==> src/rtl/core/mts_pkg.sv <==
`timescale 1ns / 1ps
// ----------------------------------------------------------------------------
// mts_pkg
// Shared widths, action and fault codes, and the RAM request bundle for the
// minimum-tracking stack.
// ----------------------------------------------------------------------------
package mts_pkg;

    localparam int DEPTH  = 64;
    localparam int DATA_W = 32;
    localparam int ADDR_W = (DEPTH > 1) ? $clog2(DEPTH) : 1;
    localparam int CNT_W  = $clog2(DEPTH + 1);

    localparam logic [1:0] ACT_PUSH = 2'd0;
    localparam logic [1:0] ACT_POP  = 2'd1;
    localparam logic [1:0] ACT_READ = 2'd2;

    localparam logic [1:0] FAULT_NONE  = 2'd0;
    localparam logic [1:0] FAULT_EMPTY = 2'd1;
    localparam logic [1:0] FAULT_FULL  = 2'd2;

    typedef struct packed {
        logic              wr_en;
        logic [ADDR_W-1:0] wr_addr;
        logic [DATA_W-1:0] wr_data;
        logic [ADDR_W-1:0] rd_addr;
    } mem_req_t;

endpackage

==> src/rtl/core/mts_ram.sv <==
`timescale 1ns / 1ps
// ----------------------------------------------------------------------------
// mts_ram
// Generic single-write, single-read RAM with a registered read port.
// ----------------------------------------------------------------------------
module mts_ram #(
    parameter int WIDTH = 32,
    parameter int DEPTH = 64
) (
    input  logic                                   clk,
    input  logic                                   wr_en,
    input  logic [((DEPTH > 1) ? $clog2(DEPTH) : 1)-1:0] wr_addr,
    input  logic [WIDTH-1:0]                       wr_data,
    input  logic [((DEPTH > 1) ? $clog2(DEPTH) : 1)-1:0] rd_addr,
    output logic [WIDTH-1:0]                       rd_data
);

    logic [WIDTH-1:0] mem [DEPTH];

    always_ff @(posedge clk)
    begin
        if (wr_en)
        begin
            mem[wr_addr] <= wr_data;
        end
        rd_data <= mem[rd_addr];
    end

endmodule

==> src/rtl/core/mts_core.sv <==
`timescale 1ns / 1ps
// ----------------------------------------------------------------------------
// mts_core
// Sequencer for the stack: keeps counts and cached tops, issues RAM writes
// on push and top refetch reads on pop, and holds the result register.
// ----------------------------------------------------------------------------
module mts_core (
    input  logic                         clk,
    input  logic                         rst_n,
    input  logic                         in_valid,
    output logic                         in_stall,
    input  logic [1:0]                   action,
    input  logic signed [31:0]           value,
    output logic                         out_valid,
    input  logic                         out_stall,
    output logic signed [31:0]           top_value,
    output logic signed [31:0]           min_value,
    output logic                         is_empty,
    output logic [1:0]                   fault,
    output mts_pkg::mem_req_t            value_req,
    output mts_pkg::mem_req_t            min_req,
    input  logic [mts_pkg::DATA_W-1:0]   value_rd,
    input  logic [mts_pkg::DATA_W-1:0]   min_rd
);
    import mts_pkg::*;

    localparam logic S_IDLE = 1'b0;
    localparam logic S_WAIT = 1'b1;

    logic              state_reg, state_next;
    logic [CNT_W-1:0]  vcnt_reg, vcnt_next;
    logic [CNT_W-1:0]  mcnt_reg, mcnt_next;
    logic signed [DATA_W-1:0] vtop_reg, vtop_next;
    logic signed [DATA_W-1:0] mtop_reg, mtop_next;
    logic              drop_reg, drop_next;

    logic              oval_reg, oval_next;
    logic signed [DATA_W-1:0] otop_reg, otop_next;
    logic signed [DATA_W-1:0] omin_reg, omin_next;
    logic              oempty_reg, oempty_next;
    logic [1:0]        ofault_reg, ofault_next;

    logic              accept;
    logic              load;
    logic              min_push;
    logic              drop_min;

    assign in_stall = (state_reg != S_IDLE) || (oval_reg && out_stall);
    assign accept   = in_valid && !in_stall;

    assign min_push = (mcnt_reg < CNT_W'(DEPTH))
                   && ((mcnt_reg == '0) || (value <= mtop_reg));
    assign drop_min = (mcnt_reg != '0) && (vtop_reg == mtop_reg);

    always_comb
    begin
        state_next  = state_reg;
        vcnt_next   = vcnt_reg;
        mcnt_next   = mcnt_reg;
        vtop_next   = vtop_reg;
        mtop_next   = mtop_reg;
        drop_next   = drop_reg;
        load        = 1'b0;
        ofault_next = FAULT_NONE;

        value_req.wr_en   = 1'b0;
        value_req.wr_addr = vcnt_reg[ADDR_W-1:0];
        value_req.wr_data = value;
        value_req.rd_addr = ADDR_W'(vcnt_reg - CNT_W'(2));
        min_req.wr_en     = 1'b0;
        min_req.wr_addr   = mcnt_reg[ADDR_W-1:0];
        min_req.wr_data   = value;
        min_req.rd_addr   = ADDR_W'(mcnt_reg - CNT_W'(2));

        case (state_reg)
            S_IDLE:
            begin
                if (accept)
                begin
                    case (action)
                        ACT_PUSH:
                        begin
                            load = 1'b1;
                            if (vcnt_reg == CNT_W'(DEPTH))
                            begin
                                ofault_next = FAULT_FULL;
                            end
                            else
                            begin
                                value_req.wr_en = 1'b1;
                                vcnt_next       = vcnt_reg + CNT_W'(1);
                                vtop_next       = value;
                                if (min_push)
                                begin
                                    min_req.wr_en = 1'b1;
                                    mcnt_next     = mcnt_reg + CNT_W'(1);
                                    mtop_next     = value;
                                end
                            end
                        end
                        ACT_POP:
                        begin
                            if (vcnt_reg == '0)
                            begin
                                load        = 1'b1;
                                ofault_next = FAULT_EMPTY;
                            end
                            else
                            begin
                                // refetch the new tops next cycle
                                vcnt_next  = vcnt_reg - CNT_W'(1);
                                mcnt_next  = drop_min ? mcnt_reg - CNT_W'(1) : mcnt_reg;
                                drop_next  = drop_min;
                                state_next = S_WAIT;
                            end
                        end
                        default:
                        begin
                            load = 1'b1;
                        end
                    endcase
                end
            end
            S_WAIT:
            begin
                load       = 1'b1;
                vtop_next  = value_rd;
                if (drop_reg)
                begin
                    mtop_next = min_rd;
                end
                state_next = S_IDLE;
            end
            default:
            begin
                state_next = S_IDLE;
            end
        endcase
    end

    always_comb
    begin
        oval_next   = oval_reg && out_stall;
        if (load)
        begin
            oval_next = 1'b1;
        end
        otop_next   = (vcnt_next != '0) ? vtop_next : '0;
        omin_next   = ((vcnt_next != '0) && (mcnt_next != '0)) ? mtop_next : '0;
        oempty_next = (vcnt_next == '0);
    end

    always_ff @(posedge clk or negedge rst_n)
    begin
        if (!rst_n)
        begin
            state_reg <= S_IDLE;
            vcnt_reg  <= '0;
            mcnt_reg  <= '0;
            drop_reg  <= 1'b0;
            oval_reg  <= 1'b0;
        end
        else
        begin
            state_reg <= state_next;
            vcnt_reg  <= vcnt_next;
            mcnt_reg  <= mcnt_next;
            drop_reg  <= drop_next;
            oval_reg  <= oval_next;
        end
    end

    always_ff @(posedge clk)
    begin
        vtop_reg <= vtop_next;
        mtop_reg <= mtop_next;
        if (load)
        begin
            otop_reg   <= otop_next;
            omin_reg   <= omin_next;
            oempty_reg <= oempty_next;
            ofault_reg <= ofault_next;
        end
    end

    assign out_valid = oval_reg;
    assign top_value = otop_reg;
    assign min_value = omin_reg;
    assign is_empty  = oempty_reg;
    assign fault     = ofault_reg;

    a_min_not_deeper: assert property (@(posedge clk) disable iff (!rst_n)
        mcnt_reg <= vcnt_reg)
        else $error("minimum stack deeper than value stack");

    a_min_present: assert property (@(posedge clk) disable iff (!rst_n)
        (vcnt_reg != '0) |-> (mcnt_reg != '0))
        else $error("non-empty stack without a minimum");

    a_count_bound: assert property (@(posedge clk) disable iff (!rst_n)
        vcnt_reg <= CNT_W'(DEPTH))
        else $error("value count past depth");

    a_wait_delivers: assert property (@(posedge clk) disable iff (!rst_n)
        (state_reg == S_WAIT) |=> (state_reg == S_IDLE) && oval_reg)
        else $error("pop refetch did not produce a result");

endmodule

==> src/rtl/core/min_tracking_stack.sv <==
`timescale 1ns / 1ps
// ----------------------------------------------------------------------------
// min_tracking_stack
// Bounded stack of signed values that reports its running minimum.
// ----------------------------------------------------------------------------
// Timing: push, read and faulted items load the result register on acceptance;
//   a pop passes first through the wait state, which refetches the new tops
//   via the registered RAM read ports. Throughput: one push or read per cycle
//   while out_stall holds no result; a pop stalls the input during its refetch.
// Reset: clears both counts and all handshake state; the RAMs are not cleared
//   and need no clearing pass, since no unwritten entry reaches a result.
// ----------------------------------------------------------------------------
module min_tracking_stack (
    input  logic               clk,
    input  logic               rst_n,
    input  logic               in_valid,
    output logic               in_stall,
    input  logic [1:0]         action,
    input  logic signed [31:0] value,
    output logic               out_valid,
    input  logic               out_stall,
    output logic signed [31:0] top_value,
    output logic signed [31:0] min_value,
    output logic               is_empty,
    output logic [1:0]         fault
);
    import mts_pkg::*;

    // RAM request bundles from the sequencer and the registered read data
    mem_req_t          value_req;
    mem_req_t          min_req;
    logic [DATA_W-1:0] value_rd;
    logic [DATA_W-1:0] min_rd;

    // Sequencer: counts, cached tops, pop refetch and the result register.
    // Pushes write the item at the current count; pops read the new top, the
    // entry just below the old one, so a read never meets a write to the same
    // entry.
    mts_core u_core (
        .clk       (clk),
        .rst_n     (rst_n),
        .in_valid  (in_valid),
        .in_stall  (in_stall),
        .action    (action),
        .value     (value),
        .out_valid (out_valid),
        .out_stall (out_stall),
        .top_value (top_value),
        .min_value (min_value),
        .is_empty  (is_empty),
        .fault     (fault),
        .value_req (value_req),
        .min_req   (min_req),
        .value_rd  (value_rd),
        .min_rd    (min_rd)
    );

    // Main stack storage
    mts_ram #(
        .WIDTH (DATA_W),
        .DEPTH (DEPTH)
    ) u_value_ram (
        .clk     (clk),
        .wr_en   (value_req.wr_en),
        .wr_addr (value_req.wr_addr),
        .wr_data (value_req.wr_data),
        .rd_addr (value_req.rd_addr),
        .rd_data (value_rd)
    );

    // Running-minimum stack storage
    mts_ram #(
        .WIDTH (DATA_W),
        .DEPTH (DEPTH)
    ) u_min_ram (
        .clk     (clk),
        .wr_en   (min_req.wr_en),
        .wr_addr (min_req.wr_addr),
        .wr_data (min_req.wr_data),
        .rd_addr (min_req.rd_addr),
        .rd_data (min_rd)
    );

endmodule

==> config.mk <==
export PLATFORM = sky130hd
export DESIGN_NAME = min_tracking_stack
export DESIGN_NICKNAME = d
export VERILOG_FILES = /design/src/rtl/core/mts_pkg.sv /design/src/rtl/core/mts_ram.sv /design/src/rtl/core/mts_core.sv /design/src/rtl/core/min_tracking_stack.sv
export SDC_FILE = /design/constraint.sdc
export NUM_CORES = 2
export LEC_CHECK = 0
export ABC_AREA = 0
export ABC_CLOCK_PERIOD_IN_PS = 16300
export BUFFER_PORTS_ARGS = -buffer_cell sky130_fd_sc_hd__buf_4
export CAP_MARGIN = 20
export CORE_MARGIN = 2
export CORE_UTILIZATION = 30
export CTS_CLUSTER_DIAMETER = 150
export DETAILED_ROUTE_END_ITERATION = 10
export GPL_TIMING_DRIVEN = 0
export PLACE_DENSITY = 0.44
export SLEW_MARGIN = 10
export SYNTH_ARGS = -nofsm -noshare
export SYNTH_HDL_FRONTEND = slang
export SYNTH_SLANG_ARGS = --single-unit
export TNS_END_PERCENT = 30
==> constraint.sdc <==
create_clock -name clk -period 16.3 [get_ports clk]
set_input_delay 0.815 -clock clk [delete_from_list [all_inputs] [get_ports clk]]
set_output_delay 0.815 -clock clk [all_outputs]
set_load 0.02 [all_outputs]
# Word-level counts from Yosys, hierarchy flattened
# Memory sizes are Yosys's and may differ from the RTL's. A register that Yosys moved wholly into a read port is not among the register bits.
# Index checks and enable logic that the tools add are counted.
[word_totals]
latch_bits = 0
rom_bits = 0
elab_cells = 91
output_inout_bits = 69
ramBits = 4096
memories = 2
register_bits = 148
[classes]
n_mul = 0
muxes = 47
bitwise = 3
n_addsub = 6
n_lt_le_gt_ge = 2
n_eq_ne = 3
div_mod_pow = 0
n_reduce_logical = 17
shifts = 0
[memory_table]
columns = ["memory", "words", "width", "read_ports", "rd_ports_with_merged_regs", "write_ports", "line_no", "source"]
rows = [
  ["u_min_ram.mem", 64, 32, 1, 1, 1, "mts_ram.sv:18", "logic [WIDTH-1:0] mem [DEPTH];"],
  ["u_value_ram.mem", 64, 32, 1, 1, 1, "mts_ram.sv:18", ""],
]
[ops]
columns = ["op", "n"]
rows = [
  ["32-bit two-way mux", 8],
  ["32-bit one-hot mux with 2 select lines", 2],
  ["7-bit two-way mux", 10],
  ["32-bit equality test", 1],
  ["32-bit less-or-equal comparator", 1],
  ["7-bit one-hot mux with 2 select lines", 2],
  ["7-bit zero test", 3],
  ["1-bit two-way mux", 21],
  ["7-bit nonzero test", 3],
  ["7-bit by 1-bit adder with 7-bit output (second input constant)", 2],
  ["7-bit by 1-bit subtractor with 7-bit output (second input constant)", 2],
  ["6-bit by 2-bit subtractor with 6-bit output (second input constant)", 2],
  ["7-bit equality test (second input constant)", 1],
  ["7-bit less-than comparator (second input constant)", 1],
  ["1-bit logical AND", 5],
  ["1-bit one-hot mux with 2 select lines", 2],
  ["2-bit one-hot mux with 2 select lines", 1],
  ["4-bit AND reduction", 1],
  ["1-bit NOT", 3],
  ["2-bit by 1-bit equality test with 1-bit output (second input constant)", 1],
  ["2-bit zero test", 1],
  ["1-bit logical OR", 2],
  ["2-bit two-way mux", 1],
  ["2-bit OR reduction", 1],
  ["1-bit zero test", 1],
]

# Depth between registers and ports, before layout
[depth]
word_depth = 10
ltp_mapped = 17
mapped_depth_nobuf = 11

# Modules after synthesis
# From an unflattened synthesis, not the netlist that was laid out.
[unflattened]
hier_cells = 7504
hier_area_um2 = 165501.2
[modules_own_cells]
columns = ["module", "seq_area_each_um2", "area_each_um2", "cells_per_inst", "n_inst"]
rows = [
  ["mts_ram", 62139.6, 78515.3, 3324, 2],
  ["mts_core", 3718.6, 8470.6, 856, 1],
]

# Worst setup path before layout
# OpenSTA, ideal clock, no wires.
[synth_timing]
path_kind = "flip-flop to flip-flop"
from = "reg u_core.mcnt_reg[0]"
to = "mem u_min_ram.mem[27][0] (enable)"
path_slack_ps = 9555
stages_incl_launch_ff = 15
t_required_ps = 15798
setup_ps = 502
period_less_slack_ps = 6745
path_buffers = 6
arrival_time_ps = 6243
path_cell_list = "dfrtp_1 > clkbuf_1 > buf_2 > buf_4 > buf_2 > buf_1 > inv_1 > ha_1 > or3b_1 > nor4_2 > a31oi_1 > o31ai_2 > nand2_1 > clkbuf_1 > nor4_1"
[synth_via]
elab_chain_len = 10
elab_cells_between_ends = 11
cone_classes = "order compare (1); mux (7); reduce/logical (3)"
[synth_rtl]
columns = ["element", "line_no", "source"]
rows = [
  ["start: declaration", "mts_core.sv:32", "logic [CNT_W-1:0] mcnt_reg, mcnt_next;"],
  ["start signal: assignment", "mts_core.sv:167", "mcnt_reg <= mcnt_next;"],
  ["branches (longest 10 deep; another with 7-bit less-than comparator)", "-", ""],
  ["end: declaration", "mts_ram.sv:18", ""],
]
# Parallel ways; which one is timed is not known.

# Worst setup path after layout
[layout_timing]
from = "reg u_core.mcnt_reg[1]"
to = "mem u_min_ram.mem[15][16] (enable)"
# The elaborated chain is that of the path after synthesis.

==> impl_metrics.env <==
export IMPL_outcome="completed"
export IMPL_ys_seq_area_frac=0.777
export IMPL_rsz0062_at_grt="no"
export IMPL_crit_path_start_kind="flop"
export IMPL_setup_violations=0
export IMPL_wire_per_inst_um=34.8
export IMPL_ys_async_sr_fraction=0.00395
export IMPL_hold_viol_final=0
export IMPL_die_w_um=745
export IMPL_grt_ovfl_total=0
export IMPL_worst_pin_slew_ns=1.28
export IMPL_drt_initial_drc_count=10725
export IMPL_ff2ff_path_depth=16
export IMPL_wirelength_um=539000
export IMPL_initial_core_util=0.301
export IMPL_synth_distinct_cells=71
export IMPL_drc=0
export IMPL_path_max_fanout=17
export IMPL_io_pins=107
export IMPL_clk_latency_ns=1.04
export IMPL_grt_busiest_layer="met2"
export IMPL_cts_clk_slew_worst_paths_ns=0.06
export IMPL_holdPathStages=3
export IMPL_p_switching_uw=11300
export IMPL_report_final_slew_viol_count=0
export IMPL_drive_gt1_frac=0.336
export IMPL_synth_flop_cell="edfxtp_1"
export IMPL_top_regs="u_min_ram.mem: 2048 flops, u_value_ram.mem: 2048 flops"
export IMPL_num_vias=79693
export IMPL_synth_fp_nets=6951
export IMPL_die_area_um2=555000
export IMPL_grt_pass1_vias=80812
export IMPL_cts_made_buffers=456
export IMPL_netlist_area_um2=165000
export IMPL_fmax_mhz=138
export IMPL_rows=272
export IMPL_p_int_uw=22300
export IMPL_tritoncts="done"
export IMPL_critPathMostFrequentCell="clkbuf_1"
export IMPL_synth_cells=6867
export IMPL_grt_max_degree=100
export IMPL_fin_tns_setup_ns=0
export IMPL_dpl_hpwl_um=379000
export IMPL_p_comb_frac=0.325
export IMPL_grtUsageMet2=0.316
export IMPL_drt_vias_per_instance=5.15
export IMPL_switching_share=0.337
export IMPL_maxCapViolCount=0
export IMPL_ant_nets=0
export IMPL_cpMaxStageDelayCell="nor2_4"
export IMPL_critPathMaxStageDelay_ns=0.98
export IMPL_final_common_cell="edfxtp_1"
export IMPL_crit_chain="clkbuf_1, clkbuf_1, clkbuf_1, clkbuf_1, inv_1, ha_1, or3b_1, nor4_2, a31oi_1, o31ai_2, nand2_1, clkbuf_1, nor2_1, nand3_1, nor2_4, buf_12"
export IMPL_cts_root_buf="clkbuf_16"
export IMPL_port_buffers=106
export IMPL_gp_congestion=0.875
export IMPL_ir_worst_vdd_v=0.000105
export IMPL_use_met3=0.0331
export IMPL_end_kind="flop"
export IMPL_synth_seq_cells=4308
export IMPL_path_class="flop to flop"
export IMPL_synth_enable_flop_cells=4163
export IMPL_ys_warn_count=0
export IMPL_skew_ns=0.0755
export IMPL_avgSynthCellArea_um2=24.0
export IMPL_grt_usage=0.191
export IMPL_cts_htree_levels=5
export IMPL_finalCritPeriodShare=0.445
export IMPL_hp_class="primary input to flop"
export IMPL_area_growth_pct=19.4
export IMPL_crit_required_ns=16.99
export IMPL_clock_path_buffers=4
export IMPL_first_pass_iters=6
export IMPL_final_cell_mix="edfxtp_1 (4,163), mux4_2 (1,320), clkbuf_16 (461)"
export IMPL_post_cts_resized=0
export IMPL_p_leak_uw=0.0602
export IMPL_p_per_area_nw_per_um2=171
export IMPL_cts_sinks=4308
export IMPL_die_h_um=745
export IMPL_min_period_ns=7.26
export IMPL_critPathArrivalTime_ns=7.96
export IMPL_grt_use_met1=0.259
export IMPL_grt_pass1_wl_um=723000
export IMPL_clkPwrFrac=0.296
export IMPL_antenna_found_initial=69
export IMPL_p_seq_frac=0.380
export IMPL_fp_coreArea_um2=548000
export IMPL_finish_utilization=0.359
export IMPL_final_nets=7888
export IMPL_slew_headroom=0.147
[worst paths after layout]
check,to,startpoint,slack (ns)
max in group asynchronous,u_core.mcnt_reg[5],rst_n,15.65
min in group asynchronous,u_core.state_reg,rst_n,0.29
worst min register to register,u_core.vtop_reg[24],u_value_ram.rd_data[24],0.48
worst max-delay path,u_min_ram.mem[15][16],u_core.mcnt_reg[1],9.04
worst min-delay path,u_core.out_valid,in_valid,0.13
worst max register to register,u_min_ram.mem[15][16],u_core.mcnt_reg[1],9.04
[cell usage after synthesis, types with 3 or more instances]
library cell	instances	share of area
edfxtp_1	4163	0.76
mux4_2	1320	0.18
clkbuf_1	231	0.0053
nor2_1	135	0.0031
nand2_1	134	0.0031
dfxtp_1	128	0.016
buf_1	80	0.0018
inv_1	50	0.0011
o21ai_0	50	0.0015
mux2i_1	47	0.0029
ha_1	46	0.0035
and2_1	45	0.0017
buf_2	39	0.0012
a21oi_1	33	0.0010
a21oi_2	31	0.0016
o221a_2	31	0.0021
or2_2	31	0.0012
xor2_1	31	0.0016
a211oi_1	23	0.0010
nand3_1	19	0.00058
nor4_1	19	0.00072
dfrtp_1	17	0.0026
nor2b_1	17	0.00065
nand4_1	16	0.00061
xnor2_1	16	0.00085
a31oi_1	14	0.00053
nor3_1	14	0.00043
mux2_2	6	0.00041
or3_1	6	0.00023
o211ai_1	5	0.00023
nand3b_1	4	0.00018
nor3b_1	4	0.00018
buf_4	3	0.00014
buf_6	3	0.00020
nand2b_1	3	0.00011
o21ai_1	3	0.000091
o22ai_1	3	0.00011
o31a_1	3	0.00016
[stage by stage]
stage	hold WS [ns]	total power, uW	cells	area [um2]	worst slack, ns
floorplan	0.426	18400	6867	165000	9.55
detailed placement	0.454	23900	14581	182000	9.04
global placement	0.464	23600	14234	175000	2.81
global route	0.0807	34600	15460	197000	8.70
finish	0.126	33600	15474	197000	9.04
CTS	0.0412	33900	15428	196000	9.00
[routing by layer]
layer,vias to the layer above,share of wire
li1,31536,-
met5,-,0.00015
met2,3210,0.49
met3,673,0.074
met1,44260,0.41
met4,14,0.033
[final cells by class]
class                   count  area (um2)
diodes                     22        55.1
plain buffers             356        1480
clock buffers             604       12100
clock inverters           241        1940
fillers                 50152      351000
inverters                  52         195
multi-input cells        2151       36200
flip-flops and latches   4308      128000
well taps                7261        9080
repair buffers            479        7780
[repair_timing]
item,in CTS,in global routing
hold buffers,2,0
endpoints found under the hold margin,21,0
buffers inserted,0,0
[kinds of logic after synthesis]
logic type / share of synthesized area
AND/OR/NAND/NOR: 0.0137
XOR/XNOR: 0.00250
adder cells (fa/ha/maj): 0.00349
buffers and inverters: 0.00980
multiplexers: 0.184
flip-flops: 0.777
AO/OA/AOI/OAI: 0.0100
[critical path: cells and delay by family, from the launching register on]
family          cells  cell delay, ns
simple gates        6            2.90
compound gates      2            0.48
fa+ha+maj           1            0.23
flops               1            0.48
buf+inv             7            2.82
[power by group through the flow]
stage	registers (uW)	clock network, uW	logic, uW
floorplan	12900	0	5590
global placement	13000	0	10600
detailed placement	13000	0	11000
CTS	12700	10200	11000
global route	12800	10600	11200
finish	12800	9930	10900
Power figures use the tool's default switching activity.
